## config.mk

```make
export PLATFORM = sky130hd
export DESIGN_NAME = aging_page_replacement_top_flat
export DESIGN_NICKNAME = d
export VERILOG_FILES = /design/src/apr_pkg.sv /design/src/apr_ifs.sv /design/src/apr_ram.sv /design/src/apr_scan.sv /design/src/aging_page_replacement_top.sv /design/src/flat_wrapper.sv
export SDC_FILE = /design/constraint.sdc
export NUM_CORES = 1
export LEC_CHECK = 0
export BUFFER_PORTS_ARGS = -buffer_cell sky130_fd_sc_hd__buf_2
export CORE_MARGIN = 10
export CORE_UTILIZATION = 64
export DETAILED_ROUTE_END_ITERATION = 16
export PLACE_DENSITY = 0.83
export SLEW_MARGIN = 10
export SYNTH_ARGS = -nofsm -noshare
export SYNTH_HDL_FRONTEND = slang
export SYNTH_HIERARCHICAL = 1
export SYNTH_SLANG_ARGS = --single-unit
```

## constraint.sdc

```tcl
create_clock -name clk -period 6.6 [get_ports clk]
set_input_delay 0.33 -clock clk [delete_from_list [all_inputs] [get_ports clk]]
set_output_delay 0.33 -clock clk [all_outputs]
set_load 0.005 [all_outputs]
```

## src/apr_pkg.sv

```systemverilog
// shared types and constants for the aging page replacement block
`default_nettype none
package apr_pkg;

  localparam int unsigned AGE_W     = 8;
  localparam int unsigned AGE_TOP   = 7;
  localparam int unsigned PAGE_IN_W = 16;
  localparam int unsigned IDX_OUT_W = 4;
  localparam int unsigned CNT_W     = 32;
  localparam int unsigned CFG_W     = 5;

  localparam logic [AGE_W-1:0] AGE_MSB   = AGE_W'(1) << AGE_TOP;
  localparam logic [CNT_W-1:0] CNT_MAX   = '1;
  localparam logic [CFG_W-1:0] ACT_RESET = CFG_W'(16);

  typedef enum logic [2:0] {
    ST_IDLE = 3'b001,
    ST_SCAN = 3'b010,
    ST_FIX  = 3'b100
  } state_t;

  typedef struct packed {
    logic hit;
    logic empty;
  } scan_flags_t;

endpackage
`default_nettype wire

```

## src/apr_ifs.sv

```systemverilog
// valid/ready channel interfaces for the reference, result and config ports
`default_nettype none
interface apr_in_if import apr_pkg::*; ();
  logic                 valid;
  logic                 ready;
  logic [PAGE_IN_W-1:0] page_number;

  modport source (output valid, output page_number, input ready);
  modport sink (input valid, input page_number, output ready);
endinterface

interface apr_out_if import apr_pkg::*; ();
  logic                 valid;
  logic                 ready;
  logic                 hit;
  logic [IDX_OUT_W-1:0] frame_index;
  logic                 evicted;
  logic [PAGE_IN_W-1:0] evicted_page;
  logic [CNT_W-1:0]     hit_total;
  logic [CNT_W-1:0]     miss_total;

  modport source (output valid, output hit, output frame_index, output evicted,
                  output evicted_page, output hit_total, output miss_total,
                  input ready);
  modport sink (input valid, input hit, input frame_index, input evicted,
                input evicted_page, input hit_total, input miss_total,
                output ready);
endinterface

interface apr_cfg_if import apr_pkg::*; ();
  logic             valid;
  logic             ready;
  logic [CFG_W-1:0] active_frames;

  modport source (output valid, output active_frames, input ready);
  modport sink (input valid, input active_frames, output ready);
endinterface
`default_nettype wire

```

## src/apr_ram.sv

```systemverilog
// generic simple dual-port ram with registered read
`default_nettype none
module apr_ram #(
  parameter int unsigned WIDTH = 24,
  parameter int unsigned DEPTH = 16
) (
  input  wire logic                                   clk,
  input  wire logic                                   we,
  input  wire logic [((DEPTH > 1) ? $clog2(DEPTH) : 1)-1:0] waddr,
  input  wire logic [WIDTH-1:0]                       wdata,
  input  wire logic [((DEPTH > 1) ? $clog2(DEPTH) : 1)-1:0] raddr,
  output logic      [WIDTH-1:0]                       rdata
);

  logic [WIDTH-1:0] mem [DEPTH];

  always_ff @(posedge clk) begin
    if (we) begin
      mem[waddr] <= wdata;
    end
    rdata <= mem[raddr];
  end

endmodule
`default_nettype wire

```

## src/apr_scan.sv

```systemverilog
// per-frame scan unit: first match, first empty frame and oldest frame
`default_nettype none
module apr_scan import apr_pkg::*; #(
  parameter int unsigned FW = 4,
  parameter int unsigned PW = 16
) (
  input  wire logic             clk,
  input  wire logic             rst,
  input  wire logic             start,
  input  wire logic             ent_vld,
  input  wire logic [FW-1:0]    ent_idx,
  input  wire logic             ent_valid,
  input  wire logic [PW-1:0]    ent_page,
  input  wire logic [AGE_W-1:0] ent_age,
  input  wire logic [PW-1:0]    key,
  output scan_flags_t           flags,
  output logic      [FW-1:0]    hit_idx,
  output logic      [AGE_W-1:0] hit_age,
  output logic      [FW-1:0]    empty_idx,
  output logic      [FW-1:0]    min_idx,
  output logic      [PW-1:0]    min_page
);

  logic             have_min;
  logic [AGE_W-1:0] min_age;

  always_ff @(posedge clk) begin
    if (rst || start) begin
      flags    <= '0;
      have_min <= 1'b0;
    end else if (ent_vld) begin
      if (!flags.hit && ent_valid && ent_page == key) begin
        flags.hit <= 1'b1;
        hit_idx   <= ent_idx;
        hit_age   <= ent_age;
      end
      if (!flags.empty && !ent_valid) begin
        flags.empty <= 1'b1;
        empty_idx   <= ent_idx;
      end
      // strict compare keeps the lowest frame on an age tie
      if (!have_min || ent_age < min_age) begin
        have_min <= 1'b1;
        min_age  <= ent_age;
        min_idx  <= ent_idx;
        min_page <= ent_page;
      end
    end
  end

endmodule
`default_nettype wire

```

## src/aging_page_replacement_top.sv

```systemverilog
// top level of the aging page replacement block: sequencer, frame store, counters
`default_nettype none
// Once a page reference is accepted, the block stays busy until its result is
// loaded. The sequencer walks the active frames of the frame ram one frame per
// cycle through its single read port, feeding the scan unit and writing each
// aged entry back in the cycle after its read. It then drains the last read
// through the scan, and a final step writes the chosen frame and loads the
// result register. The reference port is ready again in the same cycle that the
// result becomes valid, so a new reference is taken only once the last one is
// through. A result waits in its register until taken while the next reference
// is accepted and scanned; that reference's final step stalls until the result
// register is free. Page numbers and ages live in ram with no reset; per-frame
// valid bits are cleared by reset, so no clearing pass is needed. The active
// frame count is to be written on the config port only while the block is
// idle; the block itself does not enforce this. 0 acts as 1 and values above
// MAX_FRAMES act as MAX_FRAMES.
module aging_page_replacement_top import apr_pkg::*; #(
  parameter int unsigned MAX_FRAMES = 16,
  parameter int unsigned PAGE_BITS  = 16
) (
  input wire logic clk,
  input wire logic rst,
  apr_in_if.sink    in_ch,
  apr_out_if.source out_ch,
  apr_cfg_if.sink   cfg
);

  localparam int unsigned FW = (MAX_FRAMES > 1) ? $clog2(MAX_FRAMES) : 1;
  localparam int unsigned CW = $clog2(MAX_FRAMES + 1);
  localparam int unsigned EW = PAGE_BITS + AGE_W;

  state_t                  state;
  logic [CFG_W-1:0]        act;
  logic [31:0]             act_w;
  logic [CW-1:0]           nfr;
  logic [PAGE_BITS-1:0]    key;
  logic [MAX_FRAMES-1:0]   fvalid;
  logic [CW-1:0]           rd_idx;
  logic                    pend;
  logic [FW-1:0]           pend_idx;
  logic [EW-1:0]           rdata;
  logic [PAGE_BITS-1:0]    rd_page;
  logic [AGE_W-1:0]        rd_age;
  logic                    we;
  logic [FW-1:0]           waddr;
  logic [EW-1:0]           wdata;
  scan_flags_t             flags;
  logic [FW-1:0]           hit_idx;
  logic [AGE_W-1:0]        hit_age;
  logic [FW-1:0]           empty_idx;
  logic [FW-1:0]           min_idx;
  logic [PAGE_BITS-1:0]    min_page;
  logic [FW-1:0]           used;
  logic [AGE_W-1:0]        fix_age;
  logic                    out_free;
  logic                    do_fix;
  logic [CNT_W-1:0]        hit_cnt;
  logic [CNT_W-1:0]        miss_cnt;
  logic                    out_valid;
  logic                    out_hit;
  logic [IDX_OUT_W-1:0]    out_idx;
  logic                    out_evicted;
  logic [PAGE_IN_W-1:0]    out_ev_page;

  // clamp the register to 1..MAX_FRAMES
  assign act_w = 32'(act);
  always_comb begin
    if (act == '0) begin
      nfr = CW'(1);
    end else if (act_w > 32'(MAX_FRAMES)) begin
      nfr = CW'(MAX_FRAMES);
    end else begin
      nfr = CW'(act_w);
    end
  end

  assign cfg.ready = 1'b1;
  always_ff @(posedge clk) begin
    if (rst) begin
      act <= ACT_RESET;
    end else if (cfg.valid) begin
      act <= cfg.active_frames;
    end
  end

  assign rd_page = rdata[EW-1:AGE_W];
  // a never-filled frame always carries age zero
  assign rd_age  = fvalid[pend_idx] ? rdata[AGE_W-1:0] : '0;

  assign used     = flags.hit ? hit_idx : (flags.empty ? empty_idx : min_idx);
  assign fix_age  = flags.hit ? ((hit_age >> 1) | AGE_MSB) : AGE_MSB;
  assign out_free = !out_valid || out_ch.ready;
  assign do_fix   = (state == ST_FIX) && out_free;

  assign we    = ((state == ST_SCAN) && pend) || do_fix;
  assign waddr = do_fix ? used : pend_idx;
  assign wdata = do_fix ? {key, fix_age} : {rd_page, rd_age >> 1};

  apr_ram #(
    .WIDTH (EW),
    .DEPTH (MAX_FRAMES)
  ) u_ram (
    .clk   (clk),
    .we    (we),
    .waddr (waddr),
    .wdata (wdata),
    .raddr (rd_idx[FW-1:0]),
    .rdata (rdata)
  );

  apr_scan #(
    .FW (FW),
    .PW (PAGE_BITS)
  ) u_scan (
    .clk       (clk),
    .rst       (rst),
    .start     (state == ST_IDLE),
    .ent_vld   ((state == ST_SCAN) && pend),
    .ent_idx   (pend_idx),
    .ent_valid (fvalid[pend_idx]),
    .ent_page  (rd_page),
    .ent_age   (rd_age),
    .key       (key),
    .flags     (flags),
    .hit_idx   (hit_idx),
    .hit_age   (hit_age),
    .empty_idx (empty_idx),
    .min_idx   (min_idx),
    .min_page  (min_page)
  );

  assign in_ch.ready = (state == ST_IDLE);

  always_ff @(posedge clk) begin
    if (rst) begin
      state     <= ST_IDLE;
      fvalid    <= '0;
      rd_idx    <= '0;
      pend      <= 1'b0;
      hit_cnt   <= '0;
      miss_cnt  <= '0;
      out_valid <= 1'b0;
    end else begin
      if (do_fix) begin
        out_valid <= 1'b1;
      end else if (out_valid && out_ch.ready) begin
        out_valid <= 1'b0;
      end
      case (state)
        ST_IDLE: begin
          if (in_ch.valid) begin
            key    <= PAGE_BITS'(in_ch.page_number);
            rd_idx <= '0;
            pend   <= 1'b0;
            state  <= ST_SCAN;
          end
        end
        ST_SCAN: begin
          if (rd_idx < nfr) begin
            pend     <= 1'b1;
            pend_idx <= rd_idx[FW-1:0];
            rd_idx   <= rd_idx + 1'b1;
          end else begin
            pend <= 1'b0;
            if (!pend) begin
              state <= ST_FIX;
            end
          end
        end
        ST_FIX: begin
          if (out_free) begin
            fvalid[used] <= 1'b1;
            if (flags.hit) begin
              if (hit_cnt != CNT_MAX) begin
                hit_cnt <= hit_cnt + 1'b1;
              end
            end else if (miss_cnt != CNT_MAX) begin
              miss_cnt <= miss_cnt + 1'b1;
            end
            state <= ST_IDLE;
          end
        end
        default: begin
          state <= ST_IDLE;
        end
      endcase
    end
  end

  // result payload; the counters feed the port directly and already include this reference once the result is valid
  always_ff @(posedge clk) begin
    if (do_fix) begin
      out_hit     <= flags.hit;
      out_idx     <= IDX_OUT_W'(used);
      out_evicted <= !flags.hit && !flags.empty;
      out_ev_page <= (!flags.hit && !flags.empty) ? PAGE_IN_W'(min_page) : '0;
    end
  end

  assign out_ch.valid        = out_valid;
  assign out_ch.hit          = out_hit;
  assign out_ch.frame_index  = out_idx;
  assign out_ch.evicted      = out_evicted;
  assign out_ch.evicted_page = out_ev_page;
  assign out_ch.hit_total    = hit_cnt;
  assign out_ch.miss_total   = miss_cnt;

`ifndef SYNTH
  a_valid_sticky: assert property (@(posedge clk) disable iff (rst)
    !$past(rst) |-> ((fvalid & $past(fvalid)) == $past(fvalid)))
    else $error("frame valid bit dropped");

  a_fix_result: assert property (@(posedge clk) disable iff (rst)
    do_fix |=> (out_valid && state == ST_IDLE))
    else $error("final step did not deliver a result");

  a_hit_no_evict: assert property (@(posedge clk) disable iff (rst)
    out_valid |-> !(out_hit && out_evicted))
    else $error("hit reported with an eviction");
`endif

endmodule
`default_nettype wire
```

## src/flat_wrapper.sv

```systemverilog
// flat-port wrapper written by rule: the top's interface ports become plain ports
module aging_page_replacement_top_flat import apr_pkg::*;
#(
  parameter int unsigned MAX_FRAMES = 16,
  parameter int unsigned PAGE_BITS  = 16
)
  (clk, rst, in_ch_valid, in_ch_page_number, in_ch_ready, out_ch_valid, out_ch_hit, out_ch_frame_index, out_ch_evicted, out_ch_evicted_page, out_ch_hit_total, out_ch_miss_total, out_ch_ready, cfg_valid, cfg_active_frames, cfg_ready);
  apr_in_if in_ch_i ();
  apr_out_if out_ch_i ();
  apr_cfg_if cfg_i ();
  input wire logic clk;
  input wire logic rst;
  input wire logic [$bits(in_ch_i.valid)-1:0] in_ch_valid;
  input wire logic [$bits(in_ch_i.page_number)-1:0] in_ch_page_number;
  output wire logic [$bits(in_ch_i.ready)-1:0] in_ch_ready;
  output wire logic [$bits(out_ch_i.valid)-1:0] out_ch_valid;
  output wire logic [$bits(out_ch_i.hit)-1:0] out_ch_hit;
  output wire logic [$bits(out_ch_i.frame_index)-1:0] out_ch_frame_index;
  output wire logic [$bits(out_ch_i.evicted)-1:0] out_ch_evicted;
  output wire logic [$bits(out_ch_i.evicted_page)-1:0] out_ch_evicted_page;
  output wire logic [$bits(out_ch_i.hit_total)-1:0] out_ch_hit_total;
  output wire logic [$bits(out_ch_i.miss_total)-1:0] out_ch_miss_total;
  input wire logic [$bits(out_ch_i.ready)-1:0] out_ch_ready;
  input wire logic [$bits(cfg_i.valid)-1:0] cfg_valid;
  input wire logic [$bits(cfg_i.active_frames)-1:0] cfg_active_frames;
  output wire logic [$bits(cfg_i.ready)-1:0] cfg_ready;
  assign in_ch_i.valid = in_ch_valid;
  assign in_ch_i.page_number = in_ch_page_number;
  assign in_ch_ready = in_ch_i.ready;
  assign out_ch_valid = out_ch_i.valid;
  assign out_ch_hit = out_ch_i.hit;
  assign out_ch_frame_index = out_ch_i.frame_index;
  assign out_ch_evicted = out_ch_i.evicted;
  assign out_ch_evicted_page = out_ch_i.evicted_page;
  assign out_ch_hit_total = out_ch_i.hit_total;
  assign out_ch_miss_total = out_ch_i.miss_total;
  assign out_ch_i.ready = out_ch_ready;
  assign cfg_i.valid = cfg_valid;
  assign cfg_i.active_frames = cfg_active_frames;
  assign cfg_ready = cfg_i.ready;
  aging_page_replacement_top #(.MAX_FRAMES(MAX_FRAMES), .PAGE_BITS(PAGE_BITS)) u_core (.clk(clk), .rst(rst), .in_ch(in_ch_i), .out_ch(out_ch_i), .cfg(cfg_i));
endmodule
```

Word-level counts from Yosys, hierarchy flattened
Memories as Yosys holds them, arrays and structs flattened. A register that Yosys moved wholly into a read port is not among the register bits.
Index checks and enable logic that the tools add are counted.
{"block": "totals", "ff_bits": 184, "ramBits": 384, "in_bits": 26, "output_inout_bits": 89, "wordCells": 109, "mem_count": 1}
{"name": "u_core.u_ram.mem", "words": 16, "width": 24, "read_ports": 1, "rd_clocked_by_memory_dff": 1, "wr": 1, "line_no": "apr_ram.sv:15", "source": "logic [WIDTH-1:0] mem [DEPTH];"}
{"block": "classes", "n_addsub": 3, "order_cmp": 6, "n_eq_ne": 11, "n_mux": 27, "bitwise": 4, "reduce_logical": 34}
{"cell": "32-bit by 1-bit adder with 32-bit output (second input constant)", "count": 2}
{"cell": "32-bit inequality test (second input constant)", "count": 2}
{"cell": "24-bit 2-to-1 mux", "count": 1}
{"cell": "5-bit 2-to-1 mux", "count": 4}
{"cell": "3-bit AND reduction", "count": 6}
{"cell": "16-bit == test", "count": 1}
{"cell": "16-bit OR", "count": 1}
{"cell": "3-bit 2-to-1 mux", "count": 4}
{"cell": "4-bit 2-to-1 mux", "count": 3}
{"cell": "4-bit AND reduction", "count": 3}
{"cell": "4-bit by 5-bit less-than comparator with 1-bit output (second input constant)", "count": 2}
{"cell": "5-bit one-hot mux with 2 select lines", "count": 1}
{"cell": "2-bit AND reduction", "count": 5}
{"cell": "3-bit one-hot mux with 3 select lines", "count": 1}
{"cell": "1-bit logical AND", "count": 8}
{"cell": "8-bit less-than comparator", "count": 1}
{"cell": "1-bit 2-to-1 mux", "count": 8}
{"cell": "8-bit 2-to-1 mux", "count": 1}
{"cell": "2-bit inequality test (second input constant)", "count": 4}
{"cell": "7-bit 2-to-1 mux", "count": 1}
{"cell": "5-bit by 1-bit adder with 5-bit output (second input constant)", "count": 1}
{"cell": "5-bit > comparator (second input constant)", "count": 1}
{"cell": "1-bit logical NOT", "count": 5}
{"cell": "5-bit logical NOT", "count": 1}
{"cell": "other kinds (12)", "count": 18}

Logic depth before layout (Yosys ltp)
{"block": "depth", "ltp_word": 7, "mapped_depth": 9, "ltp_nobuf": 8}

Cells and area by module
Netlist, hierarchy kept.
{"module": "apr_ram", "n_inst": 1, "cells_per_inst": 636, "area_each_um2": 14930.6, "seq_area_each_um2": 12011.5}
{"module": "aging_page_replacement_top", "n_inst": 1, "cells_per_inst": 717, "area_each_um2": 6570.1, "seq_area_each_um2": 3163.0}
{"module": "apr_scan", "n_inst": 1, "cells_per_inst": 106, "area_each_um2": 1813.0, "seq_area_each_um2": 1381.3}

Worst setup path after synthesis
No wires, ideal clock.
{"block": "synth_timing", "kind": "register to register", "from": "reg u_core.state[2]", "to": "mem u_core.u_ram.mem[4][0] (enable)", "setup_ps": 435, "arrival_time_ps": 4069, "required_ps": 6165, "slack_ps": 2096, "path_stages_with_launch": 10, "path_buffers": 2, "period_less_slack_ps": 4504, "path_cell_list": "dfxtp_1 > buf_4 > nor3b_1 > nand2_1 > inv_2 > clkbuf_1 > nand2_1 > nand2_1 > nand3b_1 > nor3_1"}
{"block": "synth_via", "elab_cells_between_ends": 8, "cone_classes": "eq/ne: 2; mux: 3; reduce/logical: 3"}
{"element": "start: declaration", "line_no": "aging_page_replacement_top.sv:32", "source": "state_t state;"}
{"element": "start signal: assignment", "line_no": "aging_page_replacement_top.sv:136", "source": "state <= ST_IDLE;"}
{"element": "start signal: assignment", "line_no": "aging_page_replacement_top.sv:155", "source": "state <= ST_SCAN;"}
{"element": "start signal: assignment", "line_no": "aging_page_replacement_top.sv:166", "source": "state <= ST_FIX;"}
{"element": "3-bit == test", "line_no": "aging_page_replacement_top.sv:93", "source": "assign do_fix = (state == ST_FIX) && out_free;"}
{"element": "1-bit logical AND", "line_no": "aging_page_replacement_top.sv:93"}
{"element": "via u_core.do_fix", "line_no": "aging_page_replacement_top.sv:56", "source": "logic do_fix;"}
{"element": "4-bit 2-to-1 mux", "line_no": "aging_page_replacement_top.sv:96", "source": "assign waddr = do_fix ? used : pend_idx;"}
{"element": "via u_core.waddr[2]", "line_no": "aging_page_replacement_top.sv:45", "source": "logic [FW-1:0] waddr;"}
{"element": "end: declaration", "line_no": "apr_ram.sv:15"}
The timed path passes the listed nets, and every way through them passes these cells.

Final worst setup path
{"block": "layout_timing", "from": "reg u_core.state[2]", "to": "mem u_core.u_ram.mem[3][8] (enable)"}
{"block": "layout_via", "elab_cells_between_ends": 8, "cone_classes": "eq/ne: 2; mux: 3; reduce/logical: 3"}
{"element": "3-bit == test", "line_no": "aging_page_replacement_top.sv:93"}
{"element": "1-bit logical AND", "line_no": "aging_page_replacement_top.sv:93"}
{"element": "4-bit 2-to-1 mux", "line_no": "aging_page_replacement_top.sv:96"}
{"element": "via u_core.waddr[0]", "line_no": "aging_page_replacement_top.sv:45"}
The timed path passes the listed nets, and every way through them passes these cells.

==> impl_metrics.py <==
metrics = {
    "route": {
        "via_count": 14500,
        "wire_per_inst_um": 27.9,
        "routed_wl_mm": 59.1,
        "vias_per_cell": 6.83,
        "drc": 0,
        "drt-pass1-iter-count": 6,
        "drt_iter0_markers": 1943,
        "antenna_left": 0,
    },
    "grt": {
        "grt_pass1_wl_mm": 89.3,
        "grt_overflow": 0,
        "grt_use_total": 0.266,
        "grt_pass1_vias": 14400,
        "antenna_found_initial": 0,
        "grt_max_degree": 65,
    },
    "final_layout": {
        "multi_input_area_um2": 6470,
        "diodes": 0,
        "seq_area_um2": 16500,
        "area_growth_pct": 13.4,
        "nFillCells": 2023,
        "finalNetCount": 1649,
        "final_area_um2": 26400,
        "drive_above_1_share": 0.225,
    },
    "timing": {
        "fin_crit_ns": 3.91,
        "setup_violations": 0,
        "tns_ns": 0,
        "finalCritPeriodShare": 0.592,
        "rsz0062_at_grt": "no",
        "drv_slew": 0,
        "worst_slew_pin_slew_ns": 1.09,
        "hold_violations": 0,
        "max_slew_margin": 0.267,
        "setup_ws_ns": 2.69,
        "max_freq_mhz": 256,
        "skew_ns": 0.0218,
    },
    "worst_hold_path": {
        "holdCritStartpoint": "cfg_active_frames[2]",
        "min_path_cells": 3,
        "hold_end": "u_core/act[2]",
        "hold_class": "in2reg",
    },
    "clocking": {
        "cts_resized": 0,
        "cts_buffers": 56,
        "cts_tree": "built",
        "htree_levels": 2,
        "clock_sinks": 591,
        "cts_max_path_buffers": 3,
        "clk_latency_ns": 0.60,
        "clk_pin_slew_worst_paths_ns": 0.06,
        "root_buffer": "clkbuf_16",
    },
    "floorplan": {
        "core_area_um2": 35700,
        "die_x_um": 211,
        "dieHeight_um": 211,
        "dieArea_um2": 44400,
        "rows": 69,
        "start_util": 0.651,
        "io_pins": 115,
    },
    "pwr": {
        "peakVddDrop_uv": 229,
        "p_total_mw": 7.31,
        "powerDensity_nw_per_um2": 277,
        "cellInternalPower_mw": 5.83,
        "power_frac_seq": 0.548,
        "pwr-share-comb": 0.015,
        "clkPwrFrac": 0.437,
        "power_switching_share": 0.202,
        "power_leakage_nw": 8.33,
        "p_switching_mw": 1.48,
    },
    "synth": {
        "syn_area_um2": 23300,
        "syn_inst": 1458,
        "yosys_warnings": 6,
        "syn_avg_cell_area_um2": 16.0,
        "syn-num-nets": 1498,
    },
    "outcome": {
        "outcome": "finished, final reports clean",
    },
    "placed_design": {
        "dp_slack_ns": 2.86,
        "hpwl_mm": 32.7,
        "dpl_cell_area_um2": 24400,
        "place_congestion": 0.865,
        "port_buffers": 113,
    },
    "setup_path": {
        "start_kind": "flip-flop",
        "r2r_start": "u_core/state[2]",
        "required_ns": 6.86,
        "reg2reg_depth": 7,
        "worstSetupEndpointType": "flip-flop",
        "r2r_end": "u_core/u_ram/mem[3][8]",
        "r2r_slack_ns": 2.69,
        "crit_type": "reg2reg",
        "crit_fanout": 26,
        "cp.arrival_ns": 4.16,
    },
    "job": {
        "max_cap_violations": 0,
    },
}
through the flow:
stage               utilization  instances  hold slack (ns)
floorplan                     -       1458            0.407
global placement          0.683       1994            0.443
detailed placement        0.683       1994            0.459
CTS                       0.739       2118          0.00280
global route              0.739       2118           0.0181
finish                    0.739       2118          0.00740
per-layer routing:
layer / global-route usage / share of wire
met1: 0.344 / 0.36
met2: 0.442 / 0.49
met3: 0.0512 / 0.11
met4: 0.0994 / 0.037
met5: 0 / 0
repair_timing:
action	4_1_cts	5_1_grt
setup buffers	0	0
hold buffers	18	0
endpoints found under the hold margin	18	0
worst max-delay path, cell delays in order, from the launching register on:
cell	delay, ns
dfxtp_1	0.48
nor3b_1	0.31
nand2_1	0.09
buf_4	0.26
o21ai_0	0.90
nand2_1	0.40
nor2_2	0.67
buf_4	0.43
worst max-delay path by stage:
stage                       startpoint                          to  slack, ns  cells past startpoint
finish                 u_core/state[2]      u_core/u_ram/mem[3][8]       2.69                      7
CTS                 u_core/pend_idx[0]    u_core/u_scan/min_age[4]       2.84                      9
detailed placement  u_core/pend_idx[0]  u_core/u_scan/min_page[11]       2.86                      8
global route           u_core/state[2]      u_core/u_ram/mem[3][8]       2.56                      7
global placement    u_core/pend_idx[0]   u_core/u_scan/min_page[7]       2.94                      8
floorplan              u_core/state[2]      u_core/u_ram/mem[4][0]       2.10                      9
registers in the layout, indices dropped and copies added (netlist names):
| signal | cells |
|---|---|
| u_core/act | 5 |
| u_core/fvalid | 16 |
| u_core/key | 16 |
| u_core/out_ch.evicted | 1 |
| u_core/out_ch.evicted_page | 16 |
| u_core/out_ch.frame_index | 4 |
| u_core/out_ch.hit | 1 |
| u_core/out_ch.hit_total | 32 |
| u_core/out_ch.miss_total | 32 |
| u_core/out_ch.valid | 1 |
| u_core/pend | 1 |
| u_core/pend_idx | 4 |
| u_core/rd_idx | 5 |
| u_core/state | 3 |
| u_core/u_ram/mem | 384 |
| u_core/u_ram/rdata | 24 |
| u_core/u_scan/empty_idx | 4 |
| u_core/u_scan/flags | 2 |
| u_core/u_scan/have_min | 1 |
| u_core/u_scan/hit_age | 7 |
| u_core/u_scan/hit_idx | 4 |
| u_core/u_scan/min_age | 8 |
| u_core/u_scan/min_idx | 4 |
| u_core/u_scan/min_page | 16 |
cell type report:
cell class	instances	share of cell area
flip-flops and latches	591	0.626
multi-input cells	783	0.245
clock inverters	40	0.0126
clock buffers	66	0.0561
repair buffers	158	0.0359
inverters	19	0.00270
well taps	461	0.0218
power by group through the flow:
stage               sequential [mW]  combinational (mW)  clock (mW)
floorplan                      4.08              0.0692           0
global placement               4.08              0.0915           0
detailed placement             4.09              0.0956           0
CTS                            4.01               0.106        3.19
global route                   4.01               0.116        3.36
finish                         4.01               0.109        3.19
cell usage in the layout, fill, tap and decap left out, types with 18 or more instances in the layout:
master         instances
buf_4                 27
dlygate4sd3_1         18
a21oi_1               72
edfxtp_1             469
o21ai_0               19
inv_1                 18
xor2_1                19
and2_1                28
o21ai_1               20
o31ai_1               21
or4_1                 23
mux4_2               101
or3_1                 32
nand3_1               28
nor2_1                48
dfxtp_1              120
clkinv_2              21
nand2_1              130
buf_2                113
nand4_1               21
a22oi_1               48
clkbuf_16             58
Power figures use the tool's default switching activity.
